[src/sv/cjs_pkg.sv]
`default_nettype none
// ----------------------------------------------------------------------------
// cjs_pkg
// shared types and codes of the cpu job scheduler tick block
// ----------------------------------------------------------------------------
package cjs_pkg;

   localparam logic [1:0] POLICY_FCFS  = 2'd0;
   localparam logic [1:0] POLICY_SJF   = 2'd1;
   localparam logic [1:0] POLICY_RR    = 2'd2;
   // spare code, runs as first come first served
   localparam logic [1:0] POLICY_SPARE = 2'd3;

   localparam logic [0:0] REG_POLICY  = 1'd0;
   localparam logic [0:0] REG_QUANTUM = 1'd1;

   // packed response word: wait, dropped, rotated, finished pid/valid,
   // queue count, running left/pid/valid
   localparam int RSP_WIDTH = 65;

   // configuration seen by the core
   typedef struct packed {
      logic [1:0] policy;
      logic [7:0] quantum;
   } cfg_type;

endpackage
`default_nettype wire

[src/sv/cjs_stream_if.sv]
`default_nettype none
// ----------------------------------------------------------------------------
// cjs_stream_if
// valid/ready channel carrying a packed payload
// ----------------------------------------------------------------------------
interface cjs_stream_if #(
   parameter int WIDTH = 8
);
   logic             valid;
   logic             ready;
   logic [WIDTH-1:0] data;

   modport source (output valid, output data, input ready);
   modport sink (input valid, input data, output ready);
endinterface
`default_nettype wire

[src/sv/cjs_csr.sv]
`default_nettype none
// ----------------------------------------------------------------------------
// cjs_csr
// apb register file holding policy and round robin quantum
// ----------------------------------------------------------------------------
module cjs_csr
   import cjs_pkg::*;
(
   input  wire logic        clock,
   input  wire logic        reset,
   input  wire logic        psel,
   input  wire logic        penable,
   input  wire logic        pwrite,
   input  wire logic [2:0]  paddr,
   input  wire logic [31:0] pwdata,
   output logic      [31:0] prdata,
   output logic             pready,
   output cfg_type          cfg
);
   cfg_type cfg_ff, cfg_in;
   logic    wr;

   assign pready = 1'b1;
   assign wr     = psel & penable & pwrite;
   assign cfg    = cfg_ff;

   always_comb begin
      cfg_in = cfg_ff;
      if (wr && paddr[1:0] == 2'b00) begin
         unique case (paddr[2])
            REG_POLICY:  cfg_in.policy  = pwdata[1:0];
            REG_QUANTUM: cfg_in.quantum = pwdata[7:0];
            default: ;
         endcase
      end
   end

   always_comb begin
      prdata = 32'd0;
      unique case (paddr[2])
         REG_POLICY:  prdata = {30'd0, cfg_ff.policy};
         REG_QUANTUM: prdata = {24'd0, cfg_ff.quantum};
         default: ;
      endcase
   end

   always_ff @(posedge clock) begin
      if (reset) begin
         cfg_ff <= '{policy: POLICY_FCFS, quantum: 8'd2};
      end else begin
         cfg_ff <= cfg_in;
      end
   end
endmodule
`default_nettype wire

[src/sv/cjs_core.sv]
`default_nettype none
// ----------------------------------------------------------------------------
// cjs_core
// scheduler sequencer around the ready queue memory
// ----------------------------------------------------------------------------
module cjs_core
   import cjs_pkg::*;
#(
   parameter int QUEUE_DEPTH = 16,
   parameter int PID_BITS    = 8,
   parameter int BURST_BITS  = 8
)(
   input  wire logic     clock,
   input  wire logic     reset,
   input  wire cfg_type  cfg,
   cjs_stream_if.sink    req,
   cjs_stream_if.source  rsp
);
   localparam int QB = $clog2(QUEUE_DEPTH);
   localparam int CB = $clog2(QUEUE_DEPTH + 1);
   localparam int EW = PID_BITS + BURST_BITS;

   typedef enum logic [2:0] {
      S_IDLE, S_SCAN, S_REMOVE, S_EXPIRE, S_PUSH, S_ARR, S_RUN
   } state_type;

   // queue memory: one write, one read port, registered read
   logic [EW-1:0] mem [QUEUE_DEPTH];
   logic [EW-1:0] rd_ff;
   logic [QB-1:0] raddr;
   logic          we;
   logic [QB-1:0] waddr;
   logic [EW-1:0] wdata;

   always_ff @(posedge clock) begin
      if (we) begin
         mem[waddr] <= wdata;
      end
      rd_ff <= mem[raddr];
   end

   state_type             state_ff;
   logic [CB-1:0]         len_ff;
   logic                  busy_ff;
   logic [PID_BITS-1:0]   pid_ff;
   logic [BURST_BITS-1:0] left_ff;
   logic [7:0]            slice_ff;
   logic [31:0]           wait_ff;
   logic [PID_BITS-1:0]   a_pid_ff;
   logic [BURST_BITS-1:0] a_burst_ff;
   logic                  a_valid_ff;
   logic                  fin_ff, rot_ff, drop_ff;
   logic [PID_BITS-1:0]   fin_pid_ff;
   logic [CB-1:0]         idx_ff;     // next read address
   logic [CB-1:0]         pos_ff;     // entry to remove
   logic [BURST_BITS-1:0] best_b_ff;
   logic                  rotp_ff;    // removal is for a rotation
   logic                  rvld_ff;    // rd_ff holds entry idx_ff-1
   logic [PID_BITS-1:0]   old_pid_ff;
   logic [BURST_BITS-1:0] old_left_ff;
   logic                  out_v_ff;
   logic [RSP_WIDTH-1:0]  out_ff;

   logic [BURST_BITS-1:0] rd_burst;
   logic [PID_BITS-1:0]   rd_pid;
   logic [CB-1:0]         ent;
   logic                  last_rd;
   logic                  better;
   logic                  run_go;
   logic [BURST_BITS-1:0] left_nx;
   logic [7:0]            slice_nx;
   logic [31:0]           wsum;
   logic [32:0]           wadd;

   assign rd_pid    = rd_ff[EW-1:BURST_BITS];
   assign rd_burst  = rd_ff[BURST_BITS-1:0];
   assign ent       = idx_ff - CB'(1);
   assign last_rd   = rvld_ff && (idx_ff == len_ff);
   // strict compare keeps the entry nearest the head on ties
   assign better    = (ent == '0) || (rd_burst < best_b_ff);
   assign run_go    = (state_ff == S_RUN) && (!out_v_ff || rsp.ready);
   assign left_nx   = (busy_ff && left_ff != '0) ? left_ff - BURST_BITS'(1) : left_ff;
   assign slice_nx  = (busy_ff && slice_ff != 8'hFF) ? slice_ff + 8'd1 : slice_ff;
   assign req.ready = (state_ff == S_IDLE);
   assign rsp.valid = out_v_ff;
   assign rsp.data  = out_ff;
   assign wadd = {1'b0, wait_ff} + {{(33-CB){1'b0}}, len_ff};
   assign wsum = wadd[32] ? 32'hFFFF_FFFF : wadd[31:0];

   always_comb begin
      raddr = idx_ff[QB-1:0];
      we    = 1'b0;
      waddr = len_ff[QB-1:0];
      wdata = {a_pid_ff, a_burst_ff};
      unique case (state_ff)
         S_REMOVE: begin
            // entries behind the removed one move one place toward the head
            if (rvld_ff && ent != pos_ff) begin
               we    = 1'b1;
               waddr = QB'(ent - CB'(1));
               wdata = rd_ff;
            end
         end
         S_PUSH: begin
            we    = 1'b1;
            wdata = {old_pid_ff, old_left_ff};
         end
         S_ARR: begin
            we = a_valid_ff && busy_ff && (len_ff < CB'(QUEUE_DEPTH));
         end
         default: ;
      endcase
   end

   always_ff @(posedge clock) begin
      if (reset) begin
         state_ff <= S_IDLE;
         len_ff   <= '0;
         busy_ff  <= 1'b0;
         pid_ff   <= '0;
         left_ff  <= '0;
         slice_ff <= '0;
         wait_ff  <= '0;
         out_v_ff <= 1'b0;
         rvld_ff  <= 1'b0;
      end else begin
         unique case (state_ff)
            S_IDLE: begin
               if (req.valid && req.ready) begin
                  a_valid_ff <= req.data[0];
                  a_pid_ff   <= req.data[1 +: PID_BITS];
                  a_burst_ff <= req.data[1 + PID_BITS +: BURST_BITS];
                  rot_ff     <= 1'b0;
                  drop_ff    <= 1'b0;
                  rotp_ff    <= 1'b0;
                  idx_ff     <= '0;
                  pos_ff     <= '0;
                  rvld_ff    <= 1'b0;
                  if (busy_ff && left_ff == '0) begin
                     fin_ff     <= 1'b1;
                     fin_pid_ff <= pid_ff;
                     slice_ff   <= '0;
                     if (len_ff == '0) begin
                        busy_ff  <= 1'b0;
                        pid_ff   <= '0;
                        state_ff <= S_EXPIRE;
                     end else if (cfg.policy == POLICY_SJF) begin
                        state_ff <= S_SCAN;
                     end else begin
                        state_ff <= S_REMOVE;
                     end
                  end else begin
                     fin_ff     <= 1'b0;
                     fin_pid_ff <= '0;
                     state_ff   <= S_EXPIRE;
                  end
               end
            end
            S_SCAN: begin
               if (rvld_ff && better) begin
                  pos_ff    <= ent;
                  best_b_ff <= rd_burst;
               end
               if (last_rd) begin
                  idx_ff   <= better ? ent : pos_ff;
                  rvld_ff  <= 1'b0;
                  state_ff <= S_REMOVE;
               end else begin
                  idx_ff  <= idx_ff + CB'(1);
                  rvld_ff <= 1'b1;
               end
            end
            S_REMOVE: begin
               // first entry read is the one leaving the queue
               if (rvld_ff && ent == pos_ff) begin
                  pid_ff  <= rd_pid;
                  left_ff <= rd_burst;
               end
               if (last_rd) begin
                  rvld_ff  <= 1'b0;
                  len_ff   <= len_ff - CB'(1);
                  state_ff <= rotp_ff ? S_PUSH : S_EXPIRE;
               end else begin
                  idx_ff  <= idx_ff + CB'(1);
                  rvld_ff <= 1'b1;
               end
            end
            S_EXPIRE: begin
               if (cfg.policy == POLICY_RR && busy_ff && slice_ff >= cfg.quantum) begin
                  slice_ff <= '0;
                  if (len_ff != '0) begin
                     rot_ff      <= 1'b1;
                     rotp_ff     <= 1'b1;
                     old_pid_ff  <= pid_ff;
                     old_left_ff <= left_ff;
                     pos_ff      <= '0;
                     idx_ff      <= '0;
                     rvld_ff     <= 1'b0;
                     state_ff    <= S_REMOVE;
                  end else begin
                     state_ff <= S_ARR;
                  end
               end else begin
                  state_ff <= S_ARR;
               end
            end
            S_PUSH: begin
               len_ff   <= len_ff + CB'(1);
               state_ff <= S_ARR;
            end
            S_ARR: begin
               if (a_valid_ff) begin
                  if (!busy_ff) begin
                     busy_ff  <= 1'b1;
                     pid_ff   <= a_pid_ff;
                     left_ff  <= a_burst_ff;
                     slice_ff <= '0;
                  end else if (len_ff < CB'(QUEUE_DEPTH)) begin
                     len_ff <= len_ff + CB'(1);
                  end else begin
                     drop_ff <= 1'b1;
                  end
               end
               state_ff <= S_RUN;
            end
            S_RUN: begin
               // waits here while the previous result is still pending
               if (run_go) begin
                  left_ff  <= left_nx;
                  slice_ff <= slice_nx;
                  wait_ff  <= wsum;
                  out_ff   <= {wsum, drop_ff, rot_ff, 8'(fin_pid_ff), fin_ff,
                               5'(len_ff),
                               busy_ff ? 8'(left_nx) : 8'd0,
                               busy_ff ? 8'(pid_ff) : 8'd0, busy_ff};
                  state_ff <= S_IDLE;
               end
            end
            default: state_ff <= S_IDLE;
         endcase
         if (run_go) begin
            out_v_ff <= 1'b1;
         end else if (rsp.valid && rsp.ready) begin
            out_v_ff <= 1'b0;
         end
      end
   end

`ifndef SYNTHESIS
   a_len: assert property (@(posedge clock) disable iff (reset)
      len_ff <= CB'(QUEUE_DEPTH)) else $error("queue length overflow");
   a_hold: assert property (@(posedge clock) disable iff (reset)
      rsp.valid && !rsp.ready |=> rsp.valid && $stable(rsp.data))
      else $error("result changed while waiting");
   a_idle: assert property (@(posedge clock) disable iff (reset)
      !busy_ff && state_ff == S_IDLE |-> len_ff == '0) else $error("queue without job");
`endif
endmodule
`default_nettype wire

[src/sv/cpu_job_scheduler_tick.sv]
`default_nettype none
// ----------------------------------------------------------------------------
// cpu_job_scheduler_tick
// one scheduler tick per request: finish, dispatch, rotate, arrive, run
// ----------------------------------------------------------------------------
// A tick runs the accept, slice check, arrival and run steps plus the walks
// over the ready queue memory, whose single read port serves one entry a
// cycle: each removal walks the queue from the removed entry to the tail (a
// dispatch and a rotation can both happen in one tick), a shortest-job
// dispatch adds a scan of the whole queue and a rotation adds the push to the
// tail. A request is taken in the idle state; a result still waiting on
// rsp_ready holds the next tick at its final run step.
module cpu_job_scheduler_tick
   import cjs_pkg::*;
#(
   parameter int QUEUE_DEPTH = 16,
   parameter int PID_BITS    = 8,
   parameter int BURST_BITS  = 8
)(
   input  wire logic        clock,
   input  wire logic        reset,
   input  wire logic        req_valid,
   output logic             req_ready,
   input  wire logic        req_arrival_valid,
   input  wire logic [7:0]  req_arrival_pid,
   input  wire logic [7:0]  req_arrival_burst,
   output logic             rsp_valid,
   input  wire logic        rsp_ready,
   output logic             rsp_running_valid,
   output logic [7:0]       rsp_running_pid,
   output logic [7:0]       rsp_running_left,
   output logic [4:0]       rsp_queue_count,
   output logic             rsp_finished_valid,
   output logic [7:0]       rsp_finished_pid,
   output logic             rsp_rotated,
   output logic             rsp_arrival_dropped,
   output logic [31:0]      rsp_total_wait,
   input  wire logic        csr_psel,
   input  wire logic        csr_penable,
   input  wire logic        csr_pwrite,
   input  wire logic [2:0]  csr_paddr,
   input  wire logic [31:0] csr_pwdata,
   output logic [31:0]      csr_prdata,
   output logic             csr_pready
);
   cfg_type cfg;
   cjs_stream_if #(.WIDTH(1 + PID_BITS + BURST_BITS)) req_ch ();
   cjs_stream_if #(.WIDTH(RSP_WIDTH)) rsp_ch ();

   assign req_ch.valid = req_valid;
   assign req_ch.data  = {BURST_BITS'(req_arrival_burst),
                          PID_BITS'(req_arrival_pid), req_arrival_valid};
   assign req_ready    = req_ch.ready;
   assign rsp_valid    = rsp_ch.valid;
   assign rsp_ch.ready = rsp_ready;
   assign {rsp_total_wait, rsp_arrival_dropped, rsp_rotated, rsp_finished_pid,
           rsp_finished_valid, rsp_queue_count, rsp_running_left,
           rsp_running_pid, rsp_running_valid} = rsp_ch.data;

   cjs_csr u_csr (
      .clock, .reset, .psel(csr_psel), .penable(csr_penable), .pwrite(csr_pwrite),
      .paddr(csr_paddr), .pwdata(csr_pwdata), .prdata(csr_prdata),
      .pready(csr_pready), .cfg
   );

   cjs_core #(.QUEUE_DEPTH(QUEUE_DEPTH), .PID_BITS(PID_BITS), .BURST_BITS(BURST_BITS))
   u_core (.clock, .reset, .cfg, .req(req_ch), .rsp(rsp_ch));
endmodule
`default_nettype wire
[config.mk]
export PLATFORM = sky130hd
export DESIGN_NAME = cpu_job_scheduler_tick
export DESIGN_NICKNAME = d
export VERILOG_FILES = /design/src/sv/cjs_pkg.sv /design/src/sv/cjs_stream_if.sv /design/src/sv/cjs_csr.sv /design/src/sv/cjs_core.sv /design/src/sv/cpu_job_scheduler_tick.sv
export SDC_FILE = /design/constraint.sdc
export NUM_CORES = 1
export LEC_CHECK = 0
export ABC_AREA = 1
export BUFFER_PORTS_ARGS = -buffer_cell sky130_fd_sc_hd__buf_2
export CAP_MARGIN = 5
export CORE_ASPECT_RATIO = 0.9
export CORE_MARGIN = 3
export CORE_UTILIZATION = 31
export CTS_CLUSTER_SIZE = 10
export DETAILED_ROUTE_END_ITERATION = 10
export PLACE_DENSITY_LB_ADDON = 0.3
export SYNTH_ARGS = -nofsm -noshare
export SYNTH_HDL_FRONTEND = slang
export SYNTH_SLANG_ARGS = --single-unit
[constraint.sdc]
create_clock -name clock -period 4.4 [get_ports clock]
set_input_delay 0 -clock clock [delete_from_list [all_inputs] [get_ports clock]]
set_output_delay 0 -clock clock [all_outputs]
set_load 0.02 [all_outputs]
# Word-level counts from Yosys, hierarchy flattened
# Memories as Yosys holds them, arrays and structs flattened. A register that Yosys moved wholly into a read port is not among the register bits.
# Index checks and enable logic that the tools add are counted.
# totals
out_inout_bits	100
ramBits	256
mem_count	1
elab_cells	200
reg_bits	204
# op_classes
n_lt_le_gt_ge	3
bitwise_logic	4
n_eq_ne	29
muxes	76
n_addsub	8
reduce_logical	54
# memory_table
memory	words	word_bits	read_ports	rd_ports_with_merged_regs	wr	line_no	text
u_core.mem	16	16	1	1	1	cjs_core.sv:28	logic [EW-1:0] mem [QUEUE_DEPTH];
# op_table
cell	n
8-bit 2-to-1 mux	18
32-bit one-hot mux with 2 select lines	1
5-bit 2-to-1 mux	11
8-bit one-hot mux with 3 select lines	2
32-bit by 5-bit adder with 33-bit output	1
32-bit 2-to-1 mux	1
16-bit one-hot mux with 2 select lines	1
8-bit one-hot mux with 4 select lines	1
5-bit one-hot mux with 3 select lines	2
3-bit 2-to-1 mux	9
3-bit one-hot mux with 7 select lines	1
2-bit by 1-bit inequality test with 1-bit output (second input constant)	10
5-bit one-hot mux with 4 select lines	1
5-bit AND reduction	4
1-bit 2-to-1 mux	19
6-bit AND reduction	3
16-bit 2-to-1 mux	1
1-bit logical AND	15
3-bit nonzero test	5
2-bit inequality test (second input constant)	7
4-bit AND reduction	3
5-bit by 1-bit adder with 5-bit output (second input constant)	2
5-bit equality test	2
5-bit logical NOT	2
other kinds (34)	52

# Depth between registers and ports, before layout
# depth
ltp_word	7
ltp_mapped	19
mapped_depth_nobuf	15

# Modules after synthesis
# From an unflattened synthesis, not the netlist that was laid out.
# unflattened
cells_unflattened	2062
hier_area_um2	21399.3
# modules_own_cells
mod	n_inst	cells_each	area_each_um2	seq_area_each_um2
cjs_core	1	1932	20543.5	13162.6
cjs_csr	1	130	855.8	200.2

# Worst setup path before layout
# OpenSTA, ideal clock, no wires.
# synth_path
path_type	reg-to-reg
startpoint	reg u_core.state_ff[1]
endpoint	reg u_core.out_ff[0] (netlist: u_core.rsp.data[0]) (enable)
t_required_ns	3.911
slack_ns	-0.134
path_buffers	1
setup_ns	0.489
t_arrival_ns	4.046
stages_incl_launch_ff	8
synth_period_minus_slack_ns	4.534
cell_sequence	dfxtp_1 inv_2 nor2_2 nand2_1 nor2_2 clkinv_1 clkbuf_1 nor2_1
# synth_via
elab_chain_cells	3
# synth_rtl
item	line_no	text
start, declared	cjs_core.sv:42	state_type state_ff;
start signal, assigned	cjs_core.sv:182	state_ff <= rotp_ff ? S_PUSH : S_EXPIRE;
3-bit equality test *	cjs_core.sv:81, cjs_core.sv:127	
1-bit logical AND	cjs_core.sv:81	assign run_go = (state_ff == S_RUN) && (!out_v_ff || rsp.ready);
3-bit AND reduction (no source line) *	--	
end signal, assigned	cjs_core.sv:232	out_ff <= {wsum, drop_ff, rot_ff, 8'(fin_pid_ff), fin_ff,
end, declared	cjs_core.sv:62	logic [RSP_WIDTH-1:0] out_ff;
# Mark *: on every way between the ends. The rest lies on a longest branch, timed or not.
# A chain may end at the register's enable or synchronous reset.

# Final worst setup path
# layout_path
startpoint	reg u_core.idx_ff[2]
endpoint	mem u_core.mem[5][0] (netlist bit), data pin
# layout_via
elab_chain_cells	5
# layout_rtl
item	line_no	text
start, declared	cjs_core.sv:54	logic [CB-1:0] idx_ff;
start signal, assigned	cjs_core.sv:165	idx_ff <= better ? ent : pos_ff;
start signal, assigned	cjs_core.sv:169	idx_ff <= idx_ff + CB'(1);
start signal, assigned	cjs_core.sv:184	idx_ff <= idx_ff + CB'(1);
5-bit by 1-bit subtractor with 5-bit output	cjs_core.sv:77	assign ent = idx_ff - CB'(1);
5-bit inequality test	cjs_core.sv:98	if (rvld_ff && ent != pos_ff) begin
1-bit logical AND	cjs_core.sv:98	
16-bit 2-to-1 mux	cjs_core.sv:98	
16-bit one-hot mux with 2 select lines	cjs_core.sv:95	unique case (state_ff)
named net u_core.wdata[0]	cjs_core.sv:33	logic [EW-1:0] wdata;
end, declared	cjs_core.sv:28	
# The timed path passes the listed nets, and every way through them passes these cells.

==> report_table.html <==
<table>
<tr><th>Metric</th><th>Value</th></tr>
<tr><th colspan="2">Power</th></tr>
<tr><td>Logic gate share of total power</td><td>between 20 and 30%</td></tr>
<tr><td>Worst vdd rail ir drop</td><td>~310 µV</td></tr>
<tr><td>Power density over the cells</td><td>552 nW/µm²</td></tr>
<tr><td>Portion of total power attributed to sequential cells</td><td>42.3%</td></tr>
<tr><td>Clock share of power</td><td>roughly 30%</td></tr>
<tr><td>Leakage component of the power</td><td>roughly 9.1 nW</td></tr>
<tr><td>Proportion of total power due to net switching</td><td>between 30% and 40%</td></tr>
<tr><td>Net switching power</td><td>between 4 and 5 mW</td></tr>
<tr><td>Internal power consumption</td><td>8.81 mW</td></tr>
<tr><th colspan="2">Final layout</th></tr>
<tr><td>Most frequent cells in the layout</td><td>sky130_fd_sc_hd__edfxtp_1 (383), sky130_fd_sc_hd__nor2_1 (279), sky130_fd_sc_hd__nand2_1 (271)</td></tr>
<tr><td>End-of-flow core utilization</td><td>a little under two fifths</td></tr>
<tr><td>Net count reported at finish</td><td>~2300</td></tr>
<tr><td>Count of inserted antenna diode cells</td><td>0</td></tr>
<tr><td>Ratio of cells with drive above 1 in the final layout</td><td>approximately 11%</td></tr>
<tr><td>Most frequent standard cell in the layout excluding fill and tap cells</td><td>sky130_fd_sc_hd__edfxtp_1</td></tr>
<tr><td>Finished Layout Cells</td><td>between 3000 and 4000</td></tr>
<tr><td>Area delta synth-&gt;final</td><td>16.8%</td></tr>
<tr><th colspan="2">Synthesis</th></tr>
<tr><td>Proportion of synthesized area in mux cells</td><td>0%</td></tr>
<tr><td>Post-synth top area cell</td><td>sky130_fd_sc_hd__edfxtp_1</td></tr>
<tr><td>Average cell area after synthesis</td><td>10.3 µm²</td></tr>
<tr><td>Post-synthesis share of cell area spent on and, or, nand and nor gates</td><td>16.6%</td></tr>
<tr><td>Count of different cell masters after synthesis</td><td>41</td></tr>
<tr><td>Gate count of the mapped netlist</td><td>approximately 2000</td></tr>
<tr><td>Flop and latch count out of synthesis</td><td>around 480</td></tr>
<tr><td>Cell area after technology mapping</td><td>20900 µm²</td></tr>
<tr><td>Xor and xnor fraction of the mapped netlist area</td><td>less than 1%</td></tr>
<tr><td>Cell types occupying the most area after synthesis</td><td>sky130_fd_sc_hd__edfxtp_1 (55%), sky130_fd_sc_hd__dfxtp_1 (8.9%), sky130_fd_sc_hd__o21ai_0 (5.1%)</td></tr>
<tr><td>Share of synthesized area occupied by flip-flops and latches</td><td>63.8%</td></tr>
<tr><td>Arithmetic-cell share of the synthesized area counting full adders, half adders and majority gates</td><td>between 2 and 2.5%</td></tr>
<tr><td>Yosys warnings</td><td>0</td></tr>
<tr><td>Area share of the largest cell type after synthesis</td><td>54.9%</td></tr>
<tr><td>Synthesized-area fraction occupied by ao, oa, aoi and oai cells</td><td>between 10% and 20%</td></tr>
<tr><td>Main combinational cell family by area after synthesis</td><td>simple AND/OR/NAND/NOR gates</td></tr>
<tr><th colspan="2">Route</th></tr>
<tr><td># DRC</td><td>0</td></tr>
<tr><td>Initial drt markers</td><td>between 1000 and 1500</td></tr>
<tr><td>Vias</td><td>15400</td></tr>
<tr><td>Wirelength, routed</td><td>between 50000 and 60000 µm</td></tr>
<tr><td>Routed wire per std cell</td><td>between 15 and 20 µm</td></tr>
<tr><td>Via count normalized by instance count</td><td>between 4 and 5</td></tr>
<tr><td>DR pass1 iterations</td><td>5</td></tr>
<tr><td>Final antenna-violating net count</td><td>0</td></tr>
<tr><th colspan="2">GRT</th></tr>
<tr><td>GR Overflow Total</td><td>0</td></tr>
<tr><td>Maximum number of pins on one net before global-route repair</td><td>73</td></tr>
<tr><td>Antenna violations before repair</td><td>0</td></tr>
<tr><td>Total global routing track utilization</td><td>15.3%</td></tr>
<tr><td>Number of global-route vias before repair</td><td>between 10000 and 15000</td></tr>
<tr><td>Global-route wire length before repair</td><td>between 80000 and 90000 µm</td></tr>
<tr><th colspan="2">STA</th></tr>
<tr><td>Total setup violations reported at the end of the flow</td><td>0</td></tr>
<tr><td>Setup repair after global routing missed its margin</td><td>no</td></tr>
<tr><td>Tmin final</td><td>3.41 ns</td></tr>
<tr><td>Hold Fails Final Rpt</td><td>0</td></tr>
<tr><td>Final Cycle Share</td><td>77.6%</td></tr>
<tr><td>Final number of max-transition violations</td><td>0</td></tr>
<tr><td>Normalized max-slew margin</td><td>14.0%</td></tr>
<tr><td>Post-route worst setup slack</td><td>a little under 1 ns</td></tr>
<tr><td>Clk_skew</td><td>roughly 0.035 ns</td></tr>
<tr><td>FMAX</td><td>between 0.2 and 0.3 GHz</td></tr>
<tr><td>Slew @ Worst Pin</td><td>roughly 1.3 ns</td></tr>
<tr><td>Sum Neg Setup Slack</td><td>0 ns</td></tr>
<tr><th colspan="2">Setup path</th></tr>
<tr><td>Number of cells on the worst reg-to-reg path</td><td>9</td></tr>
<tr><td>Reg2reg start</td><td>u_core.idx_ff[2]</td></tr>
<tr><td>Peak per-stage delay on the critical path</td><td>around 1.2 ns</td></tr>
<tr><td>Cell at the slowest stage of the critical path</td><td>sky130_fd_sc_hd__o211ai_1</td></tr>
<tr><td>Critical path, cell by cell</td><td>buf_4, nor2_1, nand2_1, nand2_1, nand3_1, nand2_1, nand4_2, nand2_2, o211ai_1</td></tr>
<tr><td>Data required time of the critical path</td><td>4.61 ns</td></tr>
<tr><td>Register-to-register setup slack</td><td>0.99 ns</td></tr>
<tr><td>Kind of critical path</td><td>reg -&gt; reg</td></tr>
<tr><td>Cell type with the highest occurrence count on the critical path</td><td>sky130_fd_sc_hd__nand2_1</td></tr>
<tr><td>Endpoint of the most critical register-to-register path</td><td>u_core.mem[5][0]</td></tr>
<tr><td>Capturing element type of the critical path</td><td>flop</td></tr>
<tr><td>Top fanout value on the critical path</td><td>53</td></tr>
<tr><td>Critical path startpoint category</td><td>flop</td></tr>
<tr><td>CP Data Arrival Time</td><td>3.63 ns</td></tr>
<tr><th colspan="2">Worst hold path</th></tr>
<tr><td>Hold-critical path depth</td><td>4</td></tr>
<tr><td>Hold crit path type</td><td>in -&gt; reg</td></tr>
<tr><td>Hold-critical path endpoint</td><td>u_csr.cfg[7]</td></tr>
<tr><td>Origin of the worst min-delay path</td><td>csr_paddr[0]</td></tr>
<tr><th colspan="2">Floorplanning</th></tr>
<tr><td>CORE AREA</td><td>about 66000 µm²</td></tr>
<tr><td>Chip Width</td><td>about 280 µm</td></tr>
<tr><td>Initial cell density of the core</td><td>between 30% and 40%</td></tr>
<tr><td>Overall die area</td><td>around 70000 µm²</td></tr>
<tr><td>Num ports</td><td>159</td></tr>
<tr><td>Height of the die</td><td>approximately 250 µm</td></tr>
<tr><td>Number of standard-cell rows in the floorplan</td><td>89</td></tr>
<tr><th colspan="2">Placed design</th></tr>
<tr><td>Post-DP HPWL</td><td>roughly 36000 µm</td></tr>
<tr><td>Post-placement worst setup slack</td><td>0.998 ns</td></tr>
<tr><td>Cells after DPL</td><td>between 2000 and 3000</td></tr>
<tr><td>Number of buffers inserted by port buffering</td><td>about 110</td></tr>
<tr><td>Placer Congestion</td><td>just under 0.9</td></tr>
<tr><th colspan="2">Clock tree</th></tr>
<tr><td>Clock tree from TritonCTS</td><td>built</td></tr>
<tr><td>TritonCTS Buffers</td><td>54</td></tr>
<tr><td>Number of sinks on the clock net</td><td>roughly 480</td></tr>
<tr><td>CTS clock-pin slew for the worst setup and hold paths</td><td>about 0.060 ns</td></tr>
<tr><td>Number of H-tree levels</td><td>2</td></tr>
<tr><td>Root buffer cell</td><td>sky130_fd_sc_hd__clkbuf_16</td></tr>
<tr><td>Worst-Skew Late Latency</td><td>about 0.6 ns</td></tr>
<tr><td>Buffer levels on the longest clock path</td><td>3</td></tr>
<tr><th colspan="2">Flow run</th></tr>
<tr><td>Total of max-cap violations</td><td>0</td></tr>
<tr><th colspan="2">Run status</th></tr>
<tr><td>Run status</td><td>completed</td></tr>
</table>
[logic make-up after synthesis]
family	after synthesis
and+or+nand+nor	810
DFF	476
AOI/OAI and AO/OA	392
buffers and inverters	290
adders and majority gates	34
xor gates and xnor gates	19
other	2
[power by group through the flow]
stage / clock network, mW / logic [mW] / registers, mW
finish: 4.03 / 3.75 / 5.71
global route: 4.32 / 4.20 / 5.75
CTS: 4.15 / 3.77 / 5.71
detailed placement: 0 / 3.72 / 5.80
global placement: 0 / 3.65 / 5.79
floorplan: 0 / 2.56 / 5.71
[worst max-delay path: cells and delay by family, from the launching register on]
kind | cells | cell delay [ns]
flops | 1 | 0.34
compound gates | 1 | 1.15
buf+inv | 1 | 0.55
simple gates | 7 | 0.97
[timing repair]
item                      CTS  global route
resized for setup           0             0
buffers inserted            0             0
hold endpoints to repair   30             0
hold buffers               41             0
[stage by stage]
| step | total power, mW | hold slack [ns] | instance area [µm²] |
|---|---|---|---|
| global placement | 9.44 | 0.180 | 22500 |
| CTS | 13.6 | 0.0580 | 24400 |
| detailed placement | 9.52 | 0.178 | 22500 |
| floorplan | 8.27 | 0.0989 | 21000 |
| finish | 13.5 | 0.102 | 24400 |
| global route | 14.3 | 0.0868 | 24400 |
[layout make-up]
cell class / instances / area (µm²)
Multi-Input combinational cell: 1280 / 6440
Sequential cell: 476 / 13400
Tap cell: 864 / 1080
Inverter: 170 / 639
Fill cell: 6516 / 41700
Timing Repair Buffer: 203 / 1350
Clock inverter: 4 / 55.1
Clock buffer: 86 / 1500
[synthesized netlist by cell type, drive strengths merged]
cell / n
o21a: 2
buf: 51
dfxtp: 93
o21bai: 1
o21ai: 215
nor3b: 2
nand2: 275
conb: 2
o22ai: 18
nand3b: 6
nor2: 288
o221ai: 48
nand3: 181
clkbuf: 69
ha: 32
or2: 8
nand4: 24
edfxtp: 383
inv: 169
a21oi: 77
a22oi: 8
a211oi: 1
nor3: 26
o211ai: 22
xnor2: 4
fa: 2
xor2: 15
clkinv: 1
[worst max-delay path by stage]
stage,slack (ns),cells after the start,start,end
after detailed placement,1.0,9,u_core.idx_ff[2],u_core.mem[5][0]
after global placement,1.12,14,u_core.idx_ff[0],u_core.mem[7][10]
final,0.99,9,u_core.idx_ff[2],u_core.mem[5][0]
after global routing,0.71,14,u_core.idx_ff[0],u_core.mem[7][13]
after CTS,0.99,9,u_core.idx_ff[2],u_core.mem[3][0]
after floorplan,0.77,16,u_core.idx_ff[0],u_core.mem[4][0]
[routing by layer]
layer,vias up,track usage [%],part of all wire [%]
li1,7378,-,-
met1,7446,21.1,45
met2,503,25.1,47
met3,84,2.13,5.9
met4,0,4.43,2.3
met5,-,0,0
[sequential cells by signal (all words and copies together), names as in the netlist, 8 cells and up]
name,flops
u_core.mem,256
u_core.wait_ff,32
u_core.pid_ff,8
u_core.rsp.data,65
u_core.a_pid_ff,8
u_core.left_ff,8
u_core.fin_pid_ff,8
u_core.old_left_ff,8
u_core.a_burst_ff,8
u_core.slice_ff,8
u_core.best_b_ff,8
u_csr.cfg,10
u_core.old_pid_ff,8
u_core.rd_ff,16
No activity file was read; power rests on OpenSTA's default activity.
